### src/hw/rtl/skbh_pkg.sv
// Package for the string key bucket hash block.
// Holds widths, limits, hash mix functions and the queue types; depends on nothing.
package skbh_pkg;

   localparam int unsigned HASH_W       = 32;
   localparam int unsigned BYTE_W       = 8;
   localparam int unsigned BUCKET_W     = 17;
   localparam int unsigned INDEX_W      = 16;
   localparam int unsigned CSR_DATA_W   = 32;
   localparam int unsigned CSR_ADDR_W   = 3;
   localparam int unsigned QUEUE_DEPTH  = 4;
   localparam int unsigned QUEUE_PTR_W  = $clog2(QUEUE_DEPTH);
   localparam int unsigned QUEUE_CNT_W  = $clog2(QUEUE_DEPTH + 1);
   localparam int unsigned DIV_CNT_W    = $clog2(HASH_W);

   localparam logic [BUCKET_W-1:0] MAX_BUCKETS        = 17'd65536;
   localparam logic [BUCKET_W-1:0] BUCKET_COUNT_RESET = 17'd1024;

   // Register index of bucket_count within the configuration space.
   localparam logic [0:0] REG_BUCKET_COUNT = 1'b0;

   typedef logic [HASH_W-1:0]   hash_type;
   typedef logic [BUCKET_W-1:0] bucket_type;

   typedef struct packed {
      logic     valid;
      hash_type hash;
   } queue_push_type;

   typedef struct packed {
      logic full;
      logic empty;
   } queue_status_type;

   function automatic hash_type fold_byte(input hash_type h_arg, input logic [BYTE_W-1:0] b);
      hash_type h;
      h = h_arg + {{(HASH_W-BYTE_W){1'b0}}, b};
      h = h + (h << 9);
      h = h ^ (h >> 19);
      return h;
   endfunction

   function automatic hash_type final_mix(input hash_type h_arg);
      hash_type h;
      h = h_arg + (h_arg << 3);
      h = h ^ (h >> 17);
      h = h + (h << 11);
      return h;
   endfunction

   // A zero count acts as one bucket; counts above the limit saturate.
   function automatic bucket_type effective_buckets(input bucket_type n);
      bucket_type r;
      r = n;
      if (n == '0) begin
         r = {{(BUCKET_W-1){1'b0}}, 1'b1};
      end else if (n > MAX_BUCKETS) begin
         r = MAX_BUCKETS;
      end
      return r;
   endfunction

endpackage

### src/hw/rtl/skbh_if.sv
// Channel interfaces for the key byte stream and the hash results.
// Depends on skbh_pkg for field widths.
interface skbh_req_if;
   import skbh_pkg::*;
   logic              valid;
   logic              ready;
   logic [BYTE_W-1:0] key_byte;
   logic              byte_valid;
   logic              key_end;

   modport source (output valid, key_byte, byte_valid, key_end, input ready);
   modport sink   (input valid, key_byte, byte_valid, key_end, output ready);
endinterface

interface skbh_rsp_if;
   import skbh_pkg::*;
   logic               valid;
   logic               ready;
   logic [INDEX_W-1:0] bucket_index;
   logic [HASH_W-1:0]  full_hash;

   modport source (output valid, bucket_index, full_hash, input ready);
   modport sink   (input valid, bucket_index, full_hash, output ready);
endinterface

### src/hw/rtl/string_key_bucket_hash.sv
// Top level of the string key bucket hash block: front end, key queue, back end
// and the bucket_count register. Depends on skbh_pkg, the channel interfaces,
// skbh_front, skbh_queue and skbh_back.
//
// The front end takes one key byte per cycle and never stalls while the queue
// of finished keys has room. Each key that ends is queued (four deep) and the
// back end takes one key at a time through the final mix, the bit-serial
// divider that forms bucket_index, and a wait until the result is transferred.
// The slower of the byte stream and the divider sets the rate. The bucket_count
// register at address 0 resets to 1024; a count of zero acts as one bucket and
// counts above 65536 act as 65536. Write it only while idle.
module string_key_bucket_hash (
   input  logic                                clock,
   input  logic                                reset,
   skbh_req_if.sink                            req_chan,
   skbh_rsp_if.source                          rsp_chan,
   input  logic                                psel,
   input  logic                                penable,
   input  logic                                pwrite,
   input  logic [skbh_pkg::CSR_ADDR_W-1:0]     paddr,
   input  logic [skbh_pkg::CSR_DATA_W-1:0]     pwdata,
   output logic [skbh_pkg::CSR_DATA_W-1:0]     prdata,
   output logic                                pready
);
   import skbh_pkg::*;

   bucket_type       bucket_count_ff, bucket_count_in;
   bucket_type       divisor;
   queue_push_type   q_push;
   queue_status_type q_status;
   hash_type         q_head;
   logic             q_pop;
   logic             csr_write;
   logic             csr_hit;

   assign pready    = 1'b1;
   assign csr_hit   = (paddr[CSR_ADDR_W-1] == REG_BUCKET_COUNT);
   assign csr_write = psel && penable && pwrite && pready;

   always_comb begin
      bucket_count_in = bucket_count_ff;
      if (csr_write && csr_hit) begin
         bucket_count_in = pwdata[BUCKET_W-1:0];
      end
   end

   always_ff @(posedge clock) begin
      if (reset) begin
         bucket_count_ff <= BUCKET_COUNT_RESET;
      end else begin
         bucket_count_ff <= bucket_count_in;
      end
   end

   assign prdata  = csr_hit ? {{(CSR_DATA_W-BUCKET_W){1'b0}}, bucket_count_ff} : '0;
   assign divisor = effective_buckets(bucket_count_ff);

   skbh_front u_front (
      .clock    (clock),
      .reset    (reset),
      .req      (req_chan),
      .q_status (q_status),
      .q_push   (q_push)
   );

   skbh_queue u_queue (
      .clock  (clock),
      .reset  (reset),
      .push   (q_push),
      .pop    (q_pop),
      .head   (q_head),
      .status (q_status)
   );

   skbh_back u_back (
      .clock   (clock),
      .reset   (reset),
      .q_head  (q_head),
      .q_empty (q_status.empty),
      .q_pop   (q_pop),
      .divisor (divisor),
      .rsp     (rsp_chan)
   );

   // A finished key must never be offered to a full queue.
   a_no_queue_overflow: assert property (@(posedge clock) disable iff (reset)
      !(q_push.valid && q_status.full))
      else $error("key hash pushed into a full queue");

   // The reduced index always lies below the effective bucket count.
   a_index_in_range: assert property (@(posedge clock) disable iff (reset)
      rsp_chan.valid |-> ({1'b0, rsp_chan.bucket_index} < divisor))
      else $error("bucket_index not below the bucket count");

   // A zero hash, as from an empty key, reduces to bucket zero.
   a_zero_hash_zero_index: assert property (@(posedge clock) disable iff (reset)
      (rsp_chan.valid && (rsp_chan.full_hash == '0)) |-> (rsp_chan.bucket_index == '0))
      else $error("zero hash gave a nonzero bucket_index");

   // The back end only takes a key from the queue when one is there.
   a_pop_needs_data: assert property (@(posedge clock) disable iff (reset)
      q_pop |-> !q_status.empty)
      else $error("queue popped while empty");

endmodule

### src/hw/rtl/skbh_front.sv
// Front end: takes key bytes, folds them into the accumulator, and queues each
// finished (unmixed) key hash. Depends on skbh_pkg and skbh_req_if.
module skbh_front (
   input  logic                       clock,
   input  logic                       reset,
   skbh_req_if.sink                   req,
   input  skbh_pkg::queue_status_type q_status,
   output skbh_pkg::queue_push_type   q_push
);
   import skbh_pkg::*;

   hash_type acc_ff;
   hash_type acc_in;
   hash_type folded;
   logic     accept;

   // Stall only when the queue cannot take another key.
   assign req.ready = !q_status.full;
   assign accept    = req.valid && req.ready;

   always_comb begin
      folded = req.byte_valid ? fold_byte(acc_ff, req.key_byte) : acc_ff;
      acc_in = acc_ff;
      if (accept) begin
         acc_in = req.key_end ? '0 : folded;
      end
   end

   assign q_push.valid = accept && req.key_end;
   assign q_push.hash  = folded;

   always_ff @(posedge clock) begin
      if (reset) begin
         acc_ff <= '0;
      end else begin
         acc_ff <= acc_in;
      end
   end

endmodule

### src/hw/rtl/skbh_queue.sv
// Short queue of key hashes between the front and back ends.
// Depends on skbh_pkg.
module skbh_queue (
   input  logic                       clock,
   input  logic                       reset,
   input  skbh_pkg::queue_push_type   push,
   input  logic                       pop,
   output skbh_pkg::hash_type         head,
   output skbh_pkg::queue_status_type status
);
   import skbh_pkg::*;

   hash_type               mem_ff [QUEUE_DEPTH];
   logic [QUEUE_PTR_W-1:0] wr_ptr_ff, wr_ptr_in;
   logic [QUEUE_PTR_W-1:0] rd_ptr_ff, rd_ptr_in;
   logic [QUEUE_CNT_W-1:0] count_ff, count_in;
   logic                   do_push;
   logic                   do_pop;

   assign status.full  = (count_ff == QUEUE_CNT_W'(QUEUE_DEPTH));
   assign status.empty = (count_ff == '0);
   assign do_push      = push.valid && !status.full;
   assign do_pop       = pop && !status.empty;
   assign head         = mem_ff[rd_ptr_ff];

   always_comb begin
      wr_ptr_in = do_push ? wr_ptr_ff + 1'b1 : wr_ptr_ff;
      rd_ptr_in = do_pop ? rd_ptr_ff + 1'b1 : rd_ptr_ff;
      count_in  = count_ff;
      if (do_push && !do_pop) begin
         count_in = count_ff + 1'b1;
      end else if (do_pop && !do_push) begin
         count_in = count_ff - 1'b1;
      end
   end

   always_ff @(posedge clock) begin
      if (do_push) begin
         mem_ff[wr_ptr_ff] <= push.hash;
      end
   end

   always_ff @(posedge clock) begin
      if (reset) begin
         wr_ptr_ff <= '0;
         rd_ptr_ff <= '0;
         count_ff  <= '0;
      end else begin
         wr_ptr_ff <= wr_ptr_in;
         rd_ptr_ff <= rd_ptr_in;
         count_ff  <= count_in;
      end
   end

endmodule

### src/hw/rtl/skbh_back.sv
// Back end: applies the final mix to a queued key hash, reduces it modulo the
// bucket count with a bit-serial divider, and holds the result for transfer.
// Depends on skbh_pkg and skbh_rsp_if.
module skbh_back (
   input  logic                 clock,
   input  logic                 reset,
   input  skbh_pkg::hash_type   q_head,
   input  logic                 q_empty,
   output logic                 q_pop,
   input  skbh_pkg::bucket_type divisor,
   skbh_rsp_if.source           rsp
);
   import skbh_pkg::*;

   typedef enum logic [1:0] {
      S_IDLE,
      S_DIV,
      S_OUT
   } state_type;

   state_type              state_ff, state_in;
   hash_type               hash_ff, hash_in;
   hash_type               dividend_ff, dividend_in;
   logic [INDEX_W-1:0]     rem_ff, rem_in;
   logic [DIV_CNT_W-1:0]   count_ff, count_in;
   logic [BUCKET_W-1:0]    trial;
   logic [BUCKET_W-1:0]    trial_sub;
   hash_type               mixed;

   assign mixed     = final_mix(q_head);
   assign q_pop     = (state_ff == S_IDLE) && !q_empty;
   // The remainder stays below the divisor, so it fits the index width.
   assign trial     = {rem_ff, dividend_ff[HASH_W-1]};
   assign trial_sub = trial - divisor;

   always_comb begin
      state_in    = state_ff;
      hash_in     = hash_ff;
      dividend_in = dividend_ff;
      rem_in      = rem_ff;
      count_in    = count_ff;
      unique case (state_ff)
         S_IDLE: begin
            if (!q_empty) begin
               hash_in     = mixed;
               dividend_in = mixed;
               rem_in      = '0;
               count_in    = '1;
               state_in    = S_DIV;
            end
         end
         S_DIV: begin
            rem_in      = (trial >= divisor) ? trial_sub[INDEX_W-1:0] : trial[INDEX_W-1:0];
            dividend_in = dividend_ff << 1;
            count_in    = count_ff - 1'b1;
            if (count_ff == '0) begin
               state_in = S_OUT;
            end
         end
         S_OUT: begin
            if (rsp.ready) begin
               state_in = S_IDLE;
            end
         end
         default: begin
            state_in = S_IDLE;
         end
      endcase
   end

   always_ff @(posedge clock) begin
      if (reset) begin
         state_ff <= S_IDLE;
      end else begin
         state_ff <= state_in;
      end
      hash_ff     <= hash_in;
      dividend_ff <= dividend_in;
      rem_ff      <= rem_in;
      count_ff    <= count_in;
   end

   assign rsp.valid        = (state_ff == S_OUT);
   assign rsp.full_hash    = hash_ff;
   assign rsp.bucket_index = rem_ff;

endmodule

### src/flat_wrapper.sv
// flat-port wrapper written by rule: the top's interface ports become plain ports
module string_key_bucket_hash_flat import skbh_pkg::*;
  (clock, reset, psel, penable, pwrite, paddr, pwdata, prdata, pready, req_chan_valid, req_chan_key_byte, req_chan_byte_valid, req_chan_key_end, req_chan_ready, rsp_chan_valid, rsp_chan_bucket_index, rsp_chan_full_hash, rsp_chan_ready);
  skbh_req_if req_chan_i ();
  skbh_rsp_if rsp_chan_i ();
  input  logic clock;
  input  logic reset;
  input  logic psel;
  input  logic penable;
  input  logic pwrite;
  input  logic [skbh_pkg::CSR_ADDR_W-1:0] paddr;
  input  logic [skbh_pkg::CSR_DATA_W-1:0] pwdata;
  output logic [skbh_pkg::CSR_DATA_W-1:0] prdata;
  output logic pready;
  input wire logic [$bits(req_chan_i.valid)-1:0] req_chan_valid;
  input wire logic [$bits(req_chan_i.key_byte)-1:0] req_chan_key_byte;
  input wire logic [$bits(req_chan_i.byte_valid)-1:0] req_chan_byte_valid;
  input wire logic [$bits(req_chan_i.key_end)-1:0] req_chan_key_end;
  output wire logic [$bits(req_chan_i.ready)-1:0] req_chan_ready;
  output wire logic [$bits(rsp_chan_i.valid)-1:0] rsp_chan_valid;
  output wire logic [$bits(rsp_chan_i.bucket_index)-1:0] rsp_chan_bucket_index;
  output wire logic [$bits(rsp_chan_i.full_hash)-1:0] rsp_chan_full_hash;
  input wire logic [$bits(rsp_chan_i.ready)-1:0] rsp_chan_ready;
  assign req_chan_i.valid = req_chan_valid;
  assign req_chan_i.key_byte = req_chan_key_byte;
  assign req_chan_i.byte_valid = req_chan_byte_valid;
  assign req_chan_i.key_end = req_chan_key_end;
  assign req_chan_ready = req_chan_i.ready;
  assign rsp_chan_valid = rsp_chan_i.valid;
  assign rsp_chan_bucket_index = rsp_chan_i.bucket_index;
  assign rsp_chan_full_hash = rsp_chan_i.full_hash;
  assign rsp_chan_i.ready = rsp_chan_ready;
  string_key_bucket_hash u_core (.clock(clock), .reset(reset), .req_chan(req_chan_i), .rsp_chan(rsp_chan_i), .psel(psel), .penable(penable), .pwrite(pwrite), .paddr(paddr), .pwdata(pwdata), .prdata(prdata), .pready(pready));
endmodule
### config.mk
export PLATFORM = sky130hd
export DESIGN_NAME = string_key_bucket_hash_flat
export DESIGN_NICKNAME = d
export VERILOG_FILES = /design/src/hw/rtl/skbh_pkg.sv /design/src/hw/rtl/skbh_if.sv /design/src/hw/rtl/string_key_bucket_hash.sv /design/src/hw/rtl/skbh_front.sv /design/src/hw/rtl/skbh_queue.sv /design/src/hw/rtl/skbh_back.sv /design/src/flat_wrapper.sv
export SDC_FILE = /design/constraint.sdc
export NUM_CORES = 1
export LEC_CHECK = 0
export BUFFER_PORTS_ARGS = -buffer_cell sky130_fd_sc_hd__buf_2
export CORE_ASPECT_RATIO = 1.5
export CORE_MARGIN = 5
export CORE_UTILIZATION = 55
export CTS_CLUSTER_DIAMETER = 120
export CTS_CLUSTER_SIZE = 12
export DETAILED_ROUTE_END_ITERATION = 12
export GPL_TIMING_DRIVEN = 1
export PLACE_DENSITY = 0.74
export SKIP_CTS_REPAIR_TIMING = 1
export SYNTH_ARGS = -nofsm -noshare
export SYNTH_HDL_FRONTEND = slang
export SYNTH_SLANG_ARGS = --single-unit
### constraint.sdc
create_clock -name clock -period 19.05 [get_ports clock]
set_clock_uncertainty 0.15 [all_clocks]
set_input_delay 3.81 -clock clock [delete_from_list [all_inputs] [get_ports clock]]
set_output_delay 3.81 -clock clock [all_outputs]
set_load 0.02 [all_outputs]
==> flow_metrics.env <==
export IMPL_die_w_um=149
export IMPL_final_util_pct=61.3
export IMPL_clk_insertion_delay_late_ps=550
export IMPL_timing_worst_setup_path_type="in2reg"
export IMPL_synth_area_top_cells="edfxtp_1, ha_1, dfxtp_1, xnor2_1, mux4_2"
export IMPL_hold_path_startpoint="u_core.bucket_count_ff[0]$_SDFFE_PP0P_"
export IMPL_placement_setup_worst_slack_ps=8510
export IMPL_hold_path_class="reg2reg"
export IMPL_synth_top_cell_area_share_pct=39.9
export IMPL_crit_reg2reg_capture="u_core.u_back.dividend_ff[30]$_DFFE_PP_"
export IMPL_floorplan_rows=76
export IMPL_final_routed_drc_violation_total=0
export IMPL_timing_critical_path_mode_cell="o21ai_0"
export IMPL_syn_avg_cell_area_sq_um=11.0
export IMPL_synth_cell_type_count=79
export IMPL_via_count_of_the_first_global_routing_pass=11400
export IMPL_cts_inserted_buffers=26
export IMPL_relSlewSlack_pct=24.3
export IMPL_finalCritPeriodShare_pct=52.4
export IMPL_synth_edf_count=213
export IMPL_clock_fmax_mhz=100
export IMPL_ys_ff_latch=273
export IMPL_via_per_inst=5.76
export IMPL_crit_path_end_kind="flop"
export IMPL_run_status="complete, no violations"
export IMPL_min_delay_worst_endpoint="u_core.bucket_count_ff[0]$_SDFFE_PP0P_"
export IMPL_worst_r2r_cell_count=26
export IMPL_tightestPinTransition_ps=1130
export IMPL_required_ps=19130
export IMPL_synth_area_leader_cell="edfxtp_1"
export IMPL_clk_root_buffer_cell="clkbuf_16"
export IMPL_port_buffers=101
export IMPL_rsz_0062_raised_after_global_routing="no"
export IMPL_top_level_ports=135
export IMPL_synth_seq_area_share_pct=47.4
export IMPL_cts_root_to_sink_buffers=3
export IMPL_hold_depth=2
export IMPL_clock_sinks=273
export IMPL_async_flop_share_pct=0
export IMPL_first_pass_grt_wire_length_um=58600
export IMPL_flip_flop_and_latch_area_sq_um=7600
export IMPL_syn_inst=1457
export IMPL_cts_reportedPaths_clkPinSlew_ps=60
export IMPL_wirelength_um=37800
export IMPL_worst_path_cell_trace="buf_2 > ha_1 > inv_1 > fa_1 > nor2b_1 > o21ai_0 > a21boi_0 > o21ai_0 > a21oi_1 > nand2b_1 > nor2_1 > xor2_1 > ha_1 > and3_1 > a311oi_1 > o21ai_0 > a2111oi_2 > nor3_1 > o31a_1 > nor2_1 > xnor2_1 > nand2_1 > o21ai_0"
export IMPL_yosysWarnings=0
export IMPL_antenna_found_initial=1
export IMPL_fin_nets=1703
export IMPL_grt_overflow_total=0
export IMPL_cts_tree="built"
export IMPL_regToRegSetupSlack_ps=11040
export IMPL_slew_violations=0
export IMPL_route_detailed_wl_per_inst_um=19.3
export IMPL_floorplan_initialDensity_pct=55.8
export IMPL_die_outline_height_um=219
export IMPL_grt_start_max_net_pins=61
export IMPL_drtPass1Iterations=5
export IMPL_drt_first_iter_violations=637
export IMPL_drive_gt1_share_pct=14.9
export IMPL_fin_crit_ps=9990
export IMPL_postSynth_topFlopCell="edfxtp_1"
export IMPL_timing_hold_violations_final=0
export IMPL_netlist_area_sq_um=16000
export IMPL_yosys_cell_count_top_type="edfxtp_1"
export IMPL_timing_max_cap_violations=0
export IMPL_htreeDepth=1
export IMPL_critical_path_max_fanout=5
export IMPL_finalSetupViolations=0
export IMPL_multi_input_area_sq_um=8010
export IMPL_cpPeakStageDelay_ps=570
export IMPL_vias=11300
export IMPL_cp_data_arrival_time_ps=10070
export IMPL_ant_nets=0
export IMPL_grt_total_usage_pct=22.8
export IMPL_final_setup_tns_ps=0
export IMPL_globalplace_congestion=0.925
export IMPL_fillCellCount=2414
export IMPL_synth_commonest_cells="edfxtp_1, nand2_1, nor2_1"
export IMPL_total_die_area_sq_um=32700
export IMPL_areaGrowthSynthToFinish_pct=9.91
export IMPL_cp_num_buf_inv=2
export IMPL_final_setup_worst_slack_ps=9060
export IMPL_setup_worst_path_start_class="input port"
export IMPL_cpLargestDelayFamily="compound AO/OA/AOI/OAI gates"
export IMPL_coreArea_sq_um=28700
export IMPL_dp_final_hpwl_um=28300
export IMPL_crit_slowest_cell="a311oi_1"
-- cell usage in the layout (no fill, tap or decap), types with 8 or more instances in the layout --
cell,Yosys,routed
or3_1,9,9
xnor2_1,98,98
buf_4,16,12
a21o_1,31,31
o21ai_0,43,41
nand2_1,147,146
conb_1,2,16
nor3_1,23,23
dfxtp_1,60,59
clkbuf_1,38,20
nor2b_1,29,28
mux2i_1,14,14
o21a_1,14,14
and3_1,13,13
mux2_2,29,29
a21oi_1,96,96
nand4_1,17,17
edfxtp_1,213,213
a22oi_1,26,26
nor2_1,142,141
o21bai_1,15,15
nand2b_1,9,8
nand3_1,20,20
mux4_2,32,32
buf_2,4,101
ha_1,99,99
clkbuf_16,0,27
inv_1,45,45
and2_1,10,10
xor2_1,38,38
a31oi_1,12,12
-- state kept, by name, indices dropped and copies added (netlist names), named ones only --
name                            count
u_core.u_queue.mem_ff             128
u_core.u_back.dividend_ff          32
u_core.u_back.rsp.full_hash        32
u_core.u_front.acc_ff              32
u_core.bucket_count_ff             17
u_core.u_back.rsp.bucket_index     16
u_core.u_back.count_ff              5
u_core.u_queue.count_ff             3
u_core.u_back.state_ff              2
u_core.u_queue.rd_ptr_ff            2
u_core.u_queue.wr_ptr_ff            2
-- through the flow --
| stage | instances | hold WS (ps) | area, sq um |
|---|---|---|---|
| after floorplan | 1471 | 299 | 16100 |
| after global placement | 1908 | 315 | 16900 |
| after detailed placement | 1908 | 325 | 16900 |
| after CTS | 1956 | 334 | 17600 |
| after global routing | 1957 | 356 | 17600 |
| final | 1957 | 334 | 17600 |
-- metal layers --
layer  track usage, %  routed length, um  vias to the layer above
met3             2.07               1340                      101
li1                 -                  -                     5488
met2             42.9              20000                      280
met5                0                  0                        -
met1             25.3              14400                     5400
met4             11.6               2050                        0
-- cell families after synthesis --
| family | synth area share [%] |
|---|---|
| other | 0.0469 |
| AND/OR/NAND/NOR | 12.7 |
| adder cells (fa/ha/maj) | 8.62 |
| XOR/XNOR | 8.02 |
| AO/OA/AOI/OAI | 12.8 |
| flip-flops | 47.4 |
| multiplexers | 7.41 |
| buffers and inverters | 3.05 |
-- how the worst max path moves through the flow --
stage / slack [ps] / cells after the start / start / to
floorplan: 10200 / 23 / req_chan_key_byte[0] / u_core.u_queue.mem_ff[0][11]$_DFFE_PP_
global placement: 8590 / 23 / req_chan_key_byte[0] / u_core.u_queue.mem_ff[0][11]$_DFFE_PP_
detailed placement: 8510 / 23 / req_chan_key_byte[0] / u_core.u_queue.mem_ff[1][11]$_DFFE_PP_
CTS: 9020 / 23 / req_chan_key_byte[0] / u_core.u_queue.mem_ff[2][30]$_DFFE_PP_
global route: 8530 / 23 / req_chan_key_byte[0] / u_core.u_queue.mem_ff[1][11]$_DFFE_PP_
finish: 9060 / 23 / req_chan_key_byte[0] / u_core.u_queue.mem_ff[2][30]$_DFFE_PP_
-- worst register-to-register path, delay by kind of cell (launching register included) --
family | cells | cell delay (ps)
AOI/OAI and AO/OA | 14 | 3230
and+or+nand+nor | 4 | 1010
muxes | 2 | 960
xor gates and xnor gates | 3 | 800
adders and majority gates | 2 | 790
buffers and inverters | 1 | 510
DFF | 1 | 310
-- cell type report --
cell class | count | share of cell area [%]
Multi-Input combinational cell | 1087 | 45.5
Clock inverter | 1 | 0.0284
Tap cell | 390 | 2.77
Inverter | 45 | 0.959
Timing Repair Buffer | 113 | 3.38
Antenna cell | 1 | 0.0142
Clock buffer | 47 | 4.26
Sequential cell | 273 | 43.1
Power is left out: the tool's default activity adds up to more than one toggle a clock period on the data nets, which glitch-free logic cannot reach.
